--- src/design/ptp_pkg.sv ---
// Package for the packed-to-planar writer: screen geometry, widths,
// the group hand-off type and the plane gather function. No dependencies.
`default_nettype none

package ptp_pkg;

	localparam int SCREEN_WIDTH   = 640;
	localparam int SCREEN_HEIGHT  = 480;
	localparam int GROUPS_PER_ROW = SCREEN_WIDTH / 8;
	localparam int GROUP_COUNT    = GROUPS_PER_ROW * SCREEN_HEIGHT;
	localparam int IDX_W          = $clog2(GROUP_COUNT);

	localparam int ROW_W   = 9;
	localparam int COL_W   = 7;
	localparam int PIX_W   = 32;
	localparam int VOFF_W  = 16;
	localparam int BYTE_W  = 8;
	localparam int PLANES  = 4;
	localparam int PLANE_W = 2;

	// one group that must be written out, lookup -> emit
	typedef struct packed {
		logic [VOFF_W-1:0] offset;
		logic [PIX_W-1:0]  pixels;
	} ptp_group_t;

	// bit 'plane' of each of the eight nibbles, leftmost pixel in bit 7
	function automatic logic [BYTE_W-1:0] gather_plane(input logic [PIX_W-1:0] grp,
			input logic [PLANE_W-1:0] plane);
		logic [BYTE_W-1:0] b;
		logic [3:0]        nib;
		b = '0;
		for (int k = 0; k < 8; k++) begin
			nib = grp[PIX_W-1-4*k -: 4];
			b[7-k] = nib[plane];
		end
		return b;
	endfunction

endpackage

`default_nettype wire

--- src/design/ptp_emit.sv ---
// Plane write sequencer: holds one changed group and sends its four plane
// writes, one per transfer. Uses ptp_pkg.
`default_nettype none

module ptp_emit
	import ptp_pkg::*;
(
	input  wire logic                clk,
	input  wire logic                arst_n,
	input  wire logic                grp_valid,
	output logic                     grp_ready,
	input  wire ptp_group_t          grp,
	output logic                     out_valid,
	input  wire logic                out_ready,
	output logic [PLANE_W-1:0]       plane_index,
	output logic [VOFF_W-1:0]        video_offset,
	output logic [BYTE_W-1:0]        plane_bits,
	output logic                     last_write
);

	logic               busy_q;
	logic [PLANE_W-1:0] plane_q;
	logic [VOFF_W-1:0]  offset_q;
	logic [PIX_W-1:0]   pixels_q;
	logic               last;
	logic               out_xfer;
	logic               done;

	assign last      = plane_q == PLANE_W'(PLANES - 1);
	assign out_xfer  = busy_q && out_ready;
	assign done      = out_xfer && last;
	assign grp_ready = !busy_q || done;

	always_ff @(posedge clk or negedge arst_n) begin
		if (!arst_n) begin
			busy_q  <= 1'b0;
			plane_q <= '0;
		end else if (grp_valid && grp_ready) begin
			busy_q  <= 1'b1;
			plane_q <= '0;
		end else if (done) begin
			busy_q <= 1'b0;
		end else if (out_xfer) begin
			plane_q <= plane_q + 1'b1;
		end
	end

	always_ff @(posedge clk) begin
		if (grp_valid && grp_ready) begin
			offset_q <= grp.offset;
			pixels_q <= grp.pixels;
		end
	end

	assign out_valid    = busy_q;
	assign plane_index  = plane_q;
	assign video_offset = offset_q;
	assign plane_bits   = gather_plane(pixels_q, plane_q);
	assign last_write   = last;

	a_plane_step: assert property (@(posedge clk) disable iff (!arst_n)
		(out_xfer && !last) |=> (busy_q && plane_q == $past(plane_q) + 1'b1 &&
			$stable(offset_q)))
		else $error("plane sequence skipped or group changed mid-sequence");

endmodule

`default_nettype wire
--- config.mk ---
export PLATFORM = sky130hd
export DESIGN_NAME = ptp_emit
export DESIGN_NICKNAME = d
export VERILOG_FILES = /design/src/design/ptp_pkg.sv /design/src/design/ptp_emit.sv
export SDC_FILE = /design/constraint.sdc
export NUM_CORES = 1
export LEC_CHECK = 0
export ABC_AREA = 1
export BUFFER_PORTS_ARGS = -buffer_cell sky130_fd_sc_hd__buf_4
export CORE_ASPECT_RATIO = 0.7
export CORE_MARGIN = 8
export CORE_UTILIZATION = 50
export CTS_CLUSTER_SIZE = 30
export DETAILED_ROUTE_END_ITERATION = 7
export PLACE_DENSITY = 0.83
export SLEW_MARGIN = 30
export SYNTH_ARGS = -nofsm -noshare
export SYNTH_HDL_FRONTEND = slang
export SYNTH_SLANG_ARGS = --single-unit
--- constraint.sdc ---
create_clock -name clk -period 4.7 [get_ports clk]
set_input_delay 0.705 -clock clk [delete_from_list [all_inputs] [get_ports clk]]
set_output_delay 0.705 -clock clk [all_outputs]
set_load 0.02 [all_outputs]
After elaboration in Yosys (flattened, before gate mapping)
Index checks and enable logic that the tools add are counted.
W data, S select, Z words.
{"block": "totals", "ff_bits": 51, "word_cells": 37}
{"block": "classes", "addsub": 1, "n_lt_le_gt_ge": 1, "n_eq_ne": 2, "mux": 21, "reduce_logical": 8}
{"cell": "$bmux W1 S2", "count": 8}
{"cell": "$mux W1", "count": 10}
{"cell": "$mux W2", "count": 3}
{"cell": "$reduce_bool A2 Y1", "count": 2}
{"cell": "$logic_and A1 B1 Y1", "count": 3}
{"cell": "$lt A2 B3 Y1 const B", "count": 1}
{"cell": "$add A2 B1 Y2 const B", "count": 1}
{"cell": "$eq A2 B2 Y1 const B", "count": 1}
{"cell": "$ne A2 B1 Y1 const B", "count": 1}
{"cell": "$reduce_and A2 Y1", "count": 1}
{"cell": "$logic_not A1 Y1", "count": 1}
{"cell": "$logic_or A1 B1 Y1", "count": 1}

Longest topological paths before layout
{"block": "depth", "word_depth": 6, "mapped_depth": 6, "depth_no_buf": 6}

Least setup slack after synthesis
No wires, ideal clock.
{"block": "synth_path", "kind": "reg2reg", "start": "register plane_q[0], in the netlist plane_index[0]", "end": "register pixels_q[0] (enable)", "setup_ps": 402, "arrival_ps": 2040, "setup_slack_ps": 2258, "stages_incl_launch_ff": 6, "path_buffers": 0, "path_cell_list": "dfrtp_1 -> ha_1 -> inv_1 -> nand2_1 -> nand3_1 -> inv_1"}
{"block": "synth_between", "elab_chain_cells": 4}
{"element": "start, declared", "line": "ptp_emit.sv:22", "source": "logic [PLANE_W-1:0] plane_q;"}
{"element": "start signal, assigned", "line": "ptp_emit.sv:44", "source": "plane_q <= plane_q + 1'b1;"}
{"element": "$eq A2 B2 Y1", "line": "ptp_emit.sv:29", "source": "assign last = plane_q == PLANE_W'(PLANES - 1);"}
{"element": "net last_write", "line": "ptp_emit.sv:18", "source": "output logic last_write"}
{"element": "$logic_and A1 B1 Y1", "line": "ptp_emit.sv:31", "source": "assign done = out_xfer && last;"}
{"element": "$logic_or A1 B1 Y1", "line": "ptp_emit.sv:32", "source": "assign grp_ready = !busy_q || done;"}
{"element": "$logic_and A1 B1 Y1", "line": "ptp_emit.sv:49", "source": "if (grp_valid && grp_ready) begin"}
{"element": "end signal, assigned", "line": "ptp_emit.sv:51", "source": "pixels_q <= grp.pixels;"}
{"element": "end, declared", "line": "ptp_emit.sv:24", "source": "logic [PIX_W-1:0] pixels_q;"}
The timed path passes the listed nets, and every way through them passes these cells.
A chain may end at the register's enable or synchronous reset.

Final worst setup path
{"block": "layout_path", "start": "register plane_q[0], in the netlist plane_index[0]", "end": "output plane_bits[0]"}
{"block": "layout_between", "elab_chain_cells": 2}
{"element": "$bmux W1 S2", "line": "ptp_pkg.sv:35", "source": "b[7-k] = nib[plane];"}
{"element": "$mux W1 (not written as such)", "line": "ptp_pkg.sv:35"}
{"element": "end, declared", "line": "ptp_emit.sv:17", "source": "output logic [BYTE_W-1:0] plane_bits,"}
Every way passes these cells. The select of a mux whose other input is x is not followed.

==> run metrics <==
status=completed; Hold-fix buffers, CTS=0; RR Startpoint=plane_index[1]$_DFFE_PN0P_; site row count=19; Yosys reg bits=51; DRC viols=0; Multi-input gate area=300 µm²; worst hold slack=186 ps; Syn Std Cell Area=1930 µm²; vias in the first global route=1,243; crit share post-route=52.0%; Final Net Count=269; first-pass GRT wire length=5.91 mm; Antenna Cells=0; flop-to-flop setup slack=2370 ps; headroom to the max-slew limit=49.4%; Final Wtd Congestion=0.702; kind of critical path=register to primary output; R2R depth=5; layout cells sized above 1=43.1%; Final Hold Violating Endpoints=0; sequential fraction of the synthesis area=78.8%; hpwl dp=2.95 mm; pwr/cell area=547 nW/µm²; worst-case vdd ir drop=0.310 mV; max-slew violation count=0; Clock Sink Count=51; Critical Path AT=1740 ps; post-DR wirelength/cell=14.3 µm; minimum clock period=2440 ps; CP peak stage delay=610 ps; CTS H-tree lvls=2; critical-path cell list=inv_2, nor2_1, nor2_1, o21ai_0, nand2_1, buf_4; Post-CTS Setup Repair Bufs=0; Lkg Pwr=0.00112 µW; FMAX=0.409 GHz; Area contributors post-synth=edfxtp_1 75%, nand2_1 4.9%, dfrtp_1 3.9%; Congestion Overflow GR=0; initial core utilization=50.6%; vias per cell=4.60; clock skew=5.01 ps; Max clock buf depth=2; P&R area growth vs syn=36.0%; CTS clk-pin slew, worst paths=80 ps; Die ar.=6120 µm²; setup TNS=0 ps; Std-Cell Core Area=3800 µm²; Least-Margin Pin Slew=759 ps; post-route cell area=2620 µm²; Crit. End Element=primary output; Clock Tree Root=clkbuf_8; HP Class=primary input to asynchronous set/reset pin; Slowest-stage cell, CP=dfrtp_1; Initial DRC Count=114; Synth async-reset ratio=5.88%; Worst Path Required=3990 ps; die width=90.2 µm; Reg2Reg Capture Point=pixels_q[1]$_DFFE_PP_; post-synth top area share=74.9%; Crit. Startpoint=plane_index[0]$_DFFE_PN0P_; Max Cap Viol=0; cell count after synthesis=134; CTS tree=yes; cts bufs inserted=5; ys flop type=edfxtp_1; top cells by count, synth=48 x edfxtp_1, 25 x nand2_1, 17 x nor2_1; distinct cell type count of the synthesized netlist=15; YS warnings=0; I/O pin total=81; final setup fails=0; WL final=3.84 mm; die height=67.9 µm; router iterations before antenna repair=4; syn_nets=187; Vias=1,234; # port buffers=80; Post-DP Area=2530 µm²; pin count of the biggest net entering global routing=49; initial antenna violation count=0; gr usage total=12.8%; CTS resizes=0; Routed Antenna Nets=0; EDFF count, synth=48; Clock Latency Late Sink=290 ps; RSZ-0062 raised after global routing=false; filler instances=277; Max FO, Critical Path=24; syn_area_per_cell=14.4 µm²; startpoint types=register; area occupied by registers=1520 µm²; CP dominant cell by count=nor2_1; Yosys top cell by area=edfxtp_1; most frequent cell after synthesis=edfxtp_1
placed cells by master, fill, tap and decap left out, drive strengths merged:
cell type,Yosys,final
nand3,1,1
o211ai,8,8
clkinv,0,3
dfrtp,3,3
inv,14,13
nand2,25,25
edfxtp,48,48
o21ai,8,8
buf,5,80
ha,1,1
nor2,21,21
clkbuf,0,5
cell families (layout without fill, tap and decap cells):
group,count (synthesis),count (layout),synth area share [%]
flops,51,51,78.8
simple gates,47,47,9.75
buf+inv,19,101,5.65
compound gates,16,16,5.20
fa+ha+maj,1,1,0.650
layer usage:
metal / up-vias / GRT usage, % / share of wire, %
met5: - / 0 / 0
met4: 0 / 4.33 / 0.76
met3: 5 / 11.0 / 19
met2: 69 / 19.7 / 43
met1: 537 / 12.6 / 38
li1: 623 / - / -
sequential cells by signal, indices dropped and copies added (netlist names):
name,cells
out_valid,1
pixels_q,32
plane_index,2
video_offset,16
power by group:
part / leakage, µW / switching, µW / internal (µW) / total, µW
Sequential: 0.000474 / 59.9 / 599 / 659
Clock: 0.0000440 / 130 / 102 / 231
Combinational: 0.000603 / 327 / 215 / 542
Total: 0.00112 / 517 / 916 / 1430
worst max-delay path: cells and delay by family, from the launching register on:
family                 cells  cell delay, ps
AND/OR/NAND/NOR            3             300
buffers and inverters      2             440
flip-flops                 1             610
AO/OA/AOI/OAI              1              90
worst max path at each step:
stage / to / slack, ps / depth (start not counted)
global placement: video_offset[4]$_DFFE_PP_ / 2380 / 5
finish: plane_bits[0] / 2260 / 6
floorplan: pixels_q[0]$_DFFE_PP_ / 2260 / 5
CTS: plane_bits[0] / 2230 / 6
detailed placement: video_offset[4]$_DFFE_PP_ / 2290 / 5
global route: plane_bits[0] / 2060 / 6
metrics by stage:
stage | power, µW | utilization (%) | setup slack (ps) | instances
global route | 1520 | 68.8 | 2060 | 268
global placement | 1210 | 66.6 | 2380 | 261
detailed placement | 1220 | 66.6 | 2290 | 261
CTS | 1450 | 68.8 | 2230 | 268
finish | 1430 | 68.8 | 2260 | 268
floorplan | 1030 | - | 2260 | 134
area by class of cell:
| cell class | instances | area share [%] |
|---|---|---|
| clock buffer | 5 | 2.63 |
| clock inverter | 2 | 0.526 |
| inverter | 14 | 2.05 |
| multi-input combinational | 64 | 11.5 |
| sequential | 51 | 57.9 |
| tap | 52 | 2.48 |
| timing repair buffer | 80 | 22.9 |
Note: power is estimated with default switching activity, not from simulation.
